File: src/hw/rtl/wsd_pkg.sv
// ----------------------------------------------------------------------------
// wsd_pkg
// Shared types and codes for the work-stealing deque: command and status
// codes, field widths and the request / response payload structs.
// ----------------------------------------------------------------------------
`default_nettype none

package wsd_pkg;

    localparam int DEPTH_DEFAULT = 16;
    localparam int WORD_W        = 64;
    localparam int COUNT_W       = 5;

    localparam logic [1:0] CMD_PUSH  = 2'd0;
    localparam logic [1:0] CMD_POP   = 2'd1;
    localparam logic [1:0] CMD_STEAL = 2'd2;

    localparam logic [1:0] ST_DONE  = 2'd0;
    localparam logic [1:0] ST_FULL  = 2'd1;
    localparam logic [1:0] ST_NULL  = 2'd2;
    localparam logic [1:0] ST_EMPTY = 2'd3;

    typedef struct packed {
        logic [1:0]        cmd;
        logic [WORD_W-1:0] work_word;
    } req_t;

    typedef struct packed {
        logic [1:0]         status;
        logic [WORD_W-1:0]  taken_word;
        logic [COUNT_W-1:0] count;
    } rsp_t;

    // outcome of one operation, carried alongside the slot read
    typedef struct packed {
        logic [1:0]         status;
        logic               take;
        logic [COUNT_W-1:0] count;
    } op_res_t;

endpackage : wsd_pkg

`default_nettype wire

File: src/hw/rtl/work_stealing_deque.sv
// ----------------------------------------------------------------------------
// work_stealing_deque
// Fixed-capacity ring deque of 64-bit work words: push and pop at the
// bottom, steal from the top, one result per request.
//
//   channel | signals                          | payload
//   --------+----------------------------------+--------------------------
//   req     | req_valid / req_ready / req      | cmd, work_word
//   rsp     | rsp_valid / rsp_ready / rsp      | status, taken_word, count
//
// one request per cycle sustained while rsp takes every result; the slot read
// for a request lands at its transfer edge, and the output register loads the
// result when the output stage is free, so a stall on rsp can come between.
// the single-port slot memory takes one access per request, so requests
// never collide on it; a pop right after a push reads the written word.
// reset clears the indices, count and valid flags; slot contents stay as they are.
// a stall on rsp holds both stages, and req_ready drops once they are full.
// ----------------------------------------------------------------------------
`default_nettype none

module work_stealing_deque
    import wsd_pkg::*;
#(
    parameter int DEPTH = DEPTH_DEFAULT
)
(
    input  wire logic clk,
    input  wire logic rst_n,
    input  wire logic req_valid,
    output logic      req_ready,
    input  wire req_t req,
    output logic      rsp_valid,
    input  wire logic rsp_ready,
    output rsp_t      rsp
);

    localparam int AW = $clog2(DEPTH);

    logic              req_xfer;
    logic              wr_en, rd_en;
    logic [AW-1:0]     addr;
    logic [WORD_W-1:0] wr_data, rd_data;
    op_res_t           res;

    logic              s1_valid_reg, s1_valid_next;
    op_res_t           s1_res_reg;
    logic              out_valid_reg, out_valid_next;
    rsp_t              out_reg, out_next;
    logic              out_free, s1_adv;

    assign out_free  = !out_valid_reg || rsp_ready;
    assign s1_adv    = s1_valid_reg && out_free;
    assign req_ready = !s1_valid_reg || out_free;
    assign req_xfer  = req_valid && req_ready;

    wsd_ctrl #(
        .DEPTH (DEPTH)
    ) u_ctrl (
        .clk     (clk),
        .rst_n   (rst_n),
        .xfer    (req_xfer),
        .req     (req),
        .wr_en   (wr_en),
        .rd_en   (rd_en),
        .addr    (addr),
        .wr_data (wr_data),
        .res     (res)
    );

    wsd_mem #(
        .DEPTH (DEPTH)
    ) u_mem (
        .clk     (clk),
        .wr_en   (wr_en),
        .rd_en   (rd_en),
        .addr    (addr),
        .wr_data (wr_data),
        .rd_data (rd_data)
    );

    always_comb
    begin
        s1_valid_next  = s1_valid_reg;
        out_valid_next = out_valid_reg;
        out_next       = out_reg;
        if (s1_adv)
        begin
            out_valid_next      = 1'b1;
            out_next.status     = s1_res_reg.status;
            out_next.taken_word = s1_res_reg.take ? rd_data : '0;
            out_next.count      = s1_res_reg.count;
            s1_valid_next       = 1'b0;
        end
        else if (out_valid_reg && rsp_ready)
        begin
            out_valid_next = 1'b0;
        end
        if (req_xfer)
        begin
            s1_valid_next = 1'b1;
        end
    end

    always_ff @(posedge clk or negedge rst_n)
    begin
        if (!rst_n)
        begin
            s1_valid_reg  <= 1'b0;
            out_valid_reg <= 1'b0;
        end
        else
        begin
            s1_valid_reg  <= s1_valid_next;
            out_valid_reg <= out_valid_next;
        end
    end

    always_ff @(posedge clk)
    begin
        if (req_xfer)
        begin
            s1_res_reg <= res;
        end
        out_reg <= out_next;
    end

    assign rsp_valid = out_valid_reg;
    assign rsp       = out_reg;

endmodule : work_stealing_deque

`default_nettype wire

File: src/hw/rtl/wsd_mem.sv
// ----------------------------------------------------------------------------
// wsd_mem
// Slot storage: single-port synchronous memory, one access per cycle,
// registered read data that holds until the next read.
// ----------------------------------------------------------------------------
`default_nettype none

module wsd_mem
    import wsd_pkg::*;
#(
    parameter int DEPTH = DEPTH_DEFAULT,
    localparam int AW   = $clog2(DEPTH)
)
(
    input  wire logic              clk,
    input  wire logic              wr_en,
    input  wire logic              rd_en,
    input  wire logic [AW-1:0]     addr,
    input  wire logic [WORD_W-1:0] wr_data,
    output logic      [WORD_W-1:0] rd_data
);

    logic [WORD_W-1:0] mem [DEPTH];
    logic [WORD_W-1:0] rd_data_reg;

    always_ff @(posedge clk)
    begin
        if (wr_en)
        begin
            mem[addr] <= wr_data;
        end
    end

    always_ff @(posedge clk)
    begin
        if (rd_en)
        begin
            rd_data_reg <= mem[addr];
        end
    end

    assign rd_data = rd_data_reg;

endmodule : wsd_mem

`default_nettype wire

File: src/hw/rtl/wsd_ctrl.sv
// ----------------------------------------------------------------------------
// wsd_ctrl
// Index and count bookkeeping: decodes a command, checks full / empty / null,
// drives the slot memory access and moves the top and bottom slots.
// ----------------------------------------------------------------------------
`default_nettype none

module wsd_ctrl
    import wsd_pkg::*;
#(
    parameter int DEPTH = DEPTH_DEFAULT,
    localparam int AW   = $clog2(DEPTH),
    localparam int CW   = $clog2(DEPTH + 1)
)
(
    input  wire logic              clk,
    input  wire logic              rst_n,
    input  wire logic              xfer,
    input  wire req_t              req,
    output logic                   wr_en,
    output logic                   rd_en,
    output logic      [AW-1:0]     addr,
    output logic      [WORD_W-1:0] wr_data,
    output op_res_t                res
);

    localparam logic [AW-1:0] LAST_SLOT = AW'(DEPTH - 1);
    localparam logic [CW-1:0] FULL_CNT  = CW'(DEPTH);

    logic [AW-1:0] top_reg, top_next;
    logic [AW-1:0] bot_reg, bot_next;
    logic [CW-1:0] cnt_reg, cnt_next;

    logic [AW-1:0] bot_inc, bot_dec, top_inc;
    logic          is_empty, is_full;

    assign bot_inc  = (bot_reg == LAST_SLOT) ? '0 : bot_reg + AW'(1);
    assign bot_dec  = (bot_reg == '0) ? LAST_SLOT : bot_reg - AW'(1);
    assign top_inc  = (top_reg == LAST_SLOT) ? '0 : top_reg + AW'(1);
    assign is_empty = (cnt_reg == '0);
    assign is_full  = (cnt_reg == FULL_CNT);

    always_comb
    begin
        top_next   = top_reg;
        bot_next   = bot_reg;
        cnt_next   = cnt_reg;
        wr_en      = 1'b0;
        rd_en      = 1'b0;
        addr       = bot_reg;
        wr_data    = req.work_word;
        res.status = ST_DONE;
        res.take   = 1'b0;
        unique case (req.cmd)
            CMD_PUSH:
            begin
                if (req.work_word == '0)
                begin
                    res.status = ST_NULL;
                end
                else if (is_full)
                begin
                    res.status = ST_FULL;
                end
                else
                begin
                    wr_en    = xfer;
                    bot_next = bot_inc;
                    cnt_next = cnt_reg + CW'(1);
                end
            end
            CMD_POP:
            begin
                addr = bot_dec;
                if (is_empty)
                begin
                    res.status = ST_EMPTY;
                end
                else
                begin
                    rd_en    = xfer;
                    res.take = 1'b1;
                    bot_next = bot_dec;
                    cnt_next = cnt_reg - CW'(1);
                end
            end
            CMD_STEAL:
            begin
                addr = top_reg;
                if (is_empty)
                begin
                    res.status = ST_EMPTY;
                end
                else
                begin
                    rd_en    = xfer;
                    res.take = 1'b1;
                    top_next = top_inc;
                    cnt_next = cnt_reg - CW'(1);
                end
            end
            default:
            begin
                // unknown command: no operation, report current count
            end
        endcase
        res.count = COUNT_W'(cnt_next);
    end

    always_ff @(posedge clk or negedge rst_n)
    begin
        if (!rst_n)
        begin
            top_reg <= '0;
            bot_reg <= '0;
            cnt_reg <= '0;
        end
        else if (xfer)
        begin
            top_reg <= top_next;
            bot_reg <= bot_next;
            cnt_reg <= cnt_next;
        end
    end

endmodule : wsd_ctrl

`default_nettype wire

File: config.mk
export PLATFORM = sky130hd
export DESIGN_NAME = work_stealing_deque
export DESIGN_NICKNAME = d
export VERILOG_FILES = /design/src/hw/rtl/wsd_pkg.sv /design/src/hw/rtl/work_stealing_deque.sv /design/src/hw/rtl/wsd_mem.sv /design/src/hw/rtl/wsd_ctrl.sv
export SDC_FILE = /design/constraint.sdc
export NUM_CORES = 1
export LEC_CHECK = 0
export BUFFER_PORTS_ARGS = -buffer_cell sky130_fd_sc_hd__buf_2
export CORE_MARGIN = 2
export CORE_UTILIZATION = 45
export CTS_BUF_LIST = sky130_fd_sc_hd__clkbuf_4 sky130_fd_sc_hd__clkbuf_8 sky130_fd_sc_hd__clkbuf_16
export CTS_CLUSTER_SIZE = 25
export DETAILED_ROUTE_END_ITERATION = 6
export MAX_ROUTING_LAYER = met4
export PLACE_DENSITY_LB_ADDON = 0.2
export SETUP_SLACK_MARGIN = 0.5
export SYNTH_ARGS = -nofsm -noshare
export SYNTH_HDL_FRONTEND = slang
export SYNTH_SLANG_ARGS = --single-unit
File: constraint.sdc
create_clock -name clk -period 7.7 [get_ports clk]
set_clock_uncertainty 0.05 [all_clocks]
set_input_delay 0 -clock clk [delete_from_list [all_inputs] [get_ports clk]]
set_output_delay 0 -clock clk [all_outputs]
set_load 0.1 [all_outputs]
==> results by group <==
Detailed routing
  – Routed Antenna Nets: 0
  – 1st-iter DRT viols: 2183
  – WL final: 109000 um
  – Via/cell ratio: 5.52
  – Wire length per cell: 24.7 um
  – TritonRoute pass-1 iters: 7
  – Number of remaining DRC errors: 0
  – Total number of vias: 24300

Cells and area
  – Most common cell after layout, fill and taps aside: edfxtp_1
  – Share of layout cells above drive strength 1: 22.6%
  – Max reg flops: 1024
  – Layout Cells excl Fill: 4401
  – Fin area: 53300 sq um
  – Post-layout util: 51.7%
  – Area grow syn2layout: 14.4%
  – Final layout net count: 2992
  – Fillcell total: 8452
  – Most frequent cells in the layout: edfxtp_1 (1167), nand2_1 (278), mux2_2 (258), o211ai_1 (258), mux2i_1 (257)

Timing
  – Slew margin rel.: 19.8%
  – RSZ-0062 raised after global routing: no
  – Final setup viols: 0
  – Fmax: 219 MHz
  – Max Slew Vio Count: 0
  – Final Hold Vio Count: 0
  – Worst Tran Pin Value: 1.20 ns
  – Fin Setup TNS: 0 ns
  – Tmin final: 4.56 ns
  – Period Utilization, post-route: 59.2%

Synthesis
  – Main combinational cell family by area after synthesis: multiplexers
  – Synthesized net count: 2767
  – Compound-Gate Fraction of Synth Area: 5.02%
  – Ys async rst share: 1.27%
  – Post-synth cell types: 55
  – Mean post-synth cell area: 17.3 sq um
  – Mux cell area share after synthesis: 11.8%
  – Yosys warns: 0
  – Main synth FF type: edfxtp_1
  – Synth Area in Simple Gates: 5.01%
  – Mapped cell area: 46600 sq um
  – Post-Synth Adder-Cell Area: 0.242%
  – Synth Register Bits: 1182
  – Post-synth EDFFs: 1167
  – Synth Area in XOR/XNOR: 0.0752%
  – Syn Inst Count: 2688
  – Sequential area share after synthesis: 76.0%

Power
  – Tot Pwr: 17.0 mW
  – Net Sw Power: 5.03 mW
  – VDD IR max: 0.236 mV
  – Sw Share: 29.6%
  – Pwr/cell area: 319 nW/um^2
  – Combinational power share: 22.8%
  – Internal Power: 12.0 mW
  – Clock group share of total power: 32.4%
  – Pleak: 18.0 nW
  – Sequential share of power: 44.7%

Status
  – Outcome: finished clean

Clock network
  – TritonCTS Buffers: 118
  – Clock sinks: 1182
  – Htree depth: 3
  – Clock-pin slew on the worst setup and hold paths: 0.06 ns
  – CTS resizes: 0
  – Setup bufs post-CTS: 0
  – Root buf cell: clkbuf_16
  – Later-pin clock latency in the skew report: 0.69 ns
  – CTS Buffer Depth: 3
  – TritonCTS clock tree: done

Die
  – Die ar.: 106000 sq um
  – Number of cell rows: 118
  – Die Width: 326 um
  – # IOs: 143
  – Core Box Area: 103000 sq um
  – Initial core utilization: 45.2%
  – Die Y: 326 um

Place
  – Placed Area: 48800 sq um
  – # port buffers: 142
  – Cell count after placement: 4102
  – Routability Congestion: 0.789
  – DP HPWL: 56200 um

Global routing
  – Vias in the first global route: 24600
  – Initial antenna violation count: 7
  – GR Overflow Total: 0
  – Tot GR Track Use: 21.0%
  – Global-route wire length before repair: 162000 um
  – Largest net degree at the start of global routing: 161

Setup path
  – R2r setup slk: 3.14 ns
  – Reg-to-Reg End: u_mem.rd_data[62]$_DFFE_PP_
  – Reg2Reg Depth: 9
  – WP data arrival: 4.83 ns
  – CP startpoint kind: register
  – CP Capture Type: register
  – Reg2reg start: u_ctrl.bot_reg[0]$_DFFE_PN0P_
  – Setup Crit Path Kind: register to register
  – CP required: 7.97 ns
  – CP max FO: 160

Flow run
  – Max_cap viols: 0

Min path
  – Hold_sp: rsp_ready
  – End of the worst hold path: rsp_valid$_DFFE_PN0P_
  – Hold Path Depth: 4
  – Hold Path Class: input port to register
kinds of logic after synthesis:
family / count (synthesis)
flops: 1182
mux: 516
simple gates: 488
compound gates: 316
buf+inv: 173
fa+ha+maj: 9
xor+xnor: 4
through the flow:
stage	worst slack [ns]	hold slack [ns]
floorplan	0.140	-0.346
global placement	3.13	-0.108
detailed placement	3.17	-0.104
CTS	3.18	0.0357
global route	2.97	0.150
finish	3.14	0.100
synth_stat cells (10+ instances only):
| cell type | number | area, sq um |
|---|---|---|
| inv_1 | 13 | 48.8 |
| nand4_1 | 70 | 438 |
| a21oi_1 | 10 | 50.1 |
| clkbuf_1 | 68 | 255 |
| nor2_1 | 20 | 75.1 |
| buf_2 | 54 | 270 |
| and2_1 | 67 | 419 |
| edfxtp_1 | 1167 | 35000 |
| o21ai_0 | 17 | 85.1 |
| nand2_1 | 278 | 1040 |
| nor4_1 | 17 | 106 |
| o211ai_1 | 258 | 1940 |
| mux2i_1 | 257 | 2570 |
| mux2_2 | 258 | 2910 |
| buf_4 | 34 | 255 |
| dfrtp_1 | 15 | 375 |
worst max path at each step:
stage | startpoint | end | slack (ns)
3_5_place_dp | req[32] | u_mem.mem[8][54]$_DFFE_PP_ | 3.17
5_1_grt | u_ctrl.bot_reg[0]$_DFFE_PN0P_ | u_mem.rd_data[62]$_DFFE_PP_ | 2.97
4_1_cts | u_ctrl.bot_reg[0]$_DFFE_PN0P_ | u_mem.rd_data[62]$_DFFE_PP_ | 3.18
2_1_floorplan | rsp_valid$_DFFE_PN0P_ | u_mem.mem[7][0]$_DFFE_PP_ | 0.14
3_3_place_gp | req[32] | u_mem.mem[5][51]$_DFFE_PP_ | 3.13
6_report | u_ctrl.bot_reg[0]$_DFFE_PN0P_ | u_mem.rd_data[62]$_DFFE_PP_ | 3.14
cell type report:
type                            instances  area (sq um)  share of cell area, %
Timing Repair Buffer                  264          1830                   3.43
Tap cell                             1380          1730                   3.24
Multi-Input combinational cell       1333         10500                   19.7
Antenna cell                            6          15.0                 0.0282
Sequential cell                      1182         35400                   66.5
Clock buffer                          160          3310                   6.21
Inverter                               14          52.6                 0.0987
Clock inverter                         62           429                  0.806
critical path, cell delays in order (launching register included):
cell      delay [ns]
dfrtp_1         0.49
inv_1           0.16
ha_1            0.35
nand2b_1        0.19
a31oi_4         0.26
buf_12          0.61
buf_12          0.83
mux2_2          0.42
o211ai_1        0.18
nand4_1         0.34
metal layers:
layer  GRT usage, %  wire length [um]
met4           4.74              1670
met5              -                 0
met2           33.7             53100
met1           28.5             49000
met3           2.94              5100
power by group through the flow:
| stage | clock, mW | combinational, mW | sequential (mW) |
|---|---|---|---|
| 2_1_floorplan | 0 | 2.53 | 8.10 |
| 3_3_place_gp | 0 | 3.82 | 7.72 |
| 3_5_place_dp | 0 | 3.86 | 7.74 |
| 4_1_cts | 5.63 | 3.91 | 7.60 |
| 5_1_grt | 5.88 | 4.18 | 7.62 |
| 6_report | 5.51 | 3.88 | 7.60 |
timing repair:
item                                    in CTS  in global routing
hold buffers                                71                  0
endpoints found under the hold margin     1049                  0
endpoints found under the setup margin       0                  0
Power figures use the tool's default switching activity.
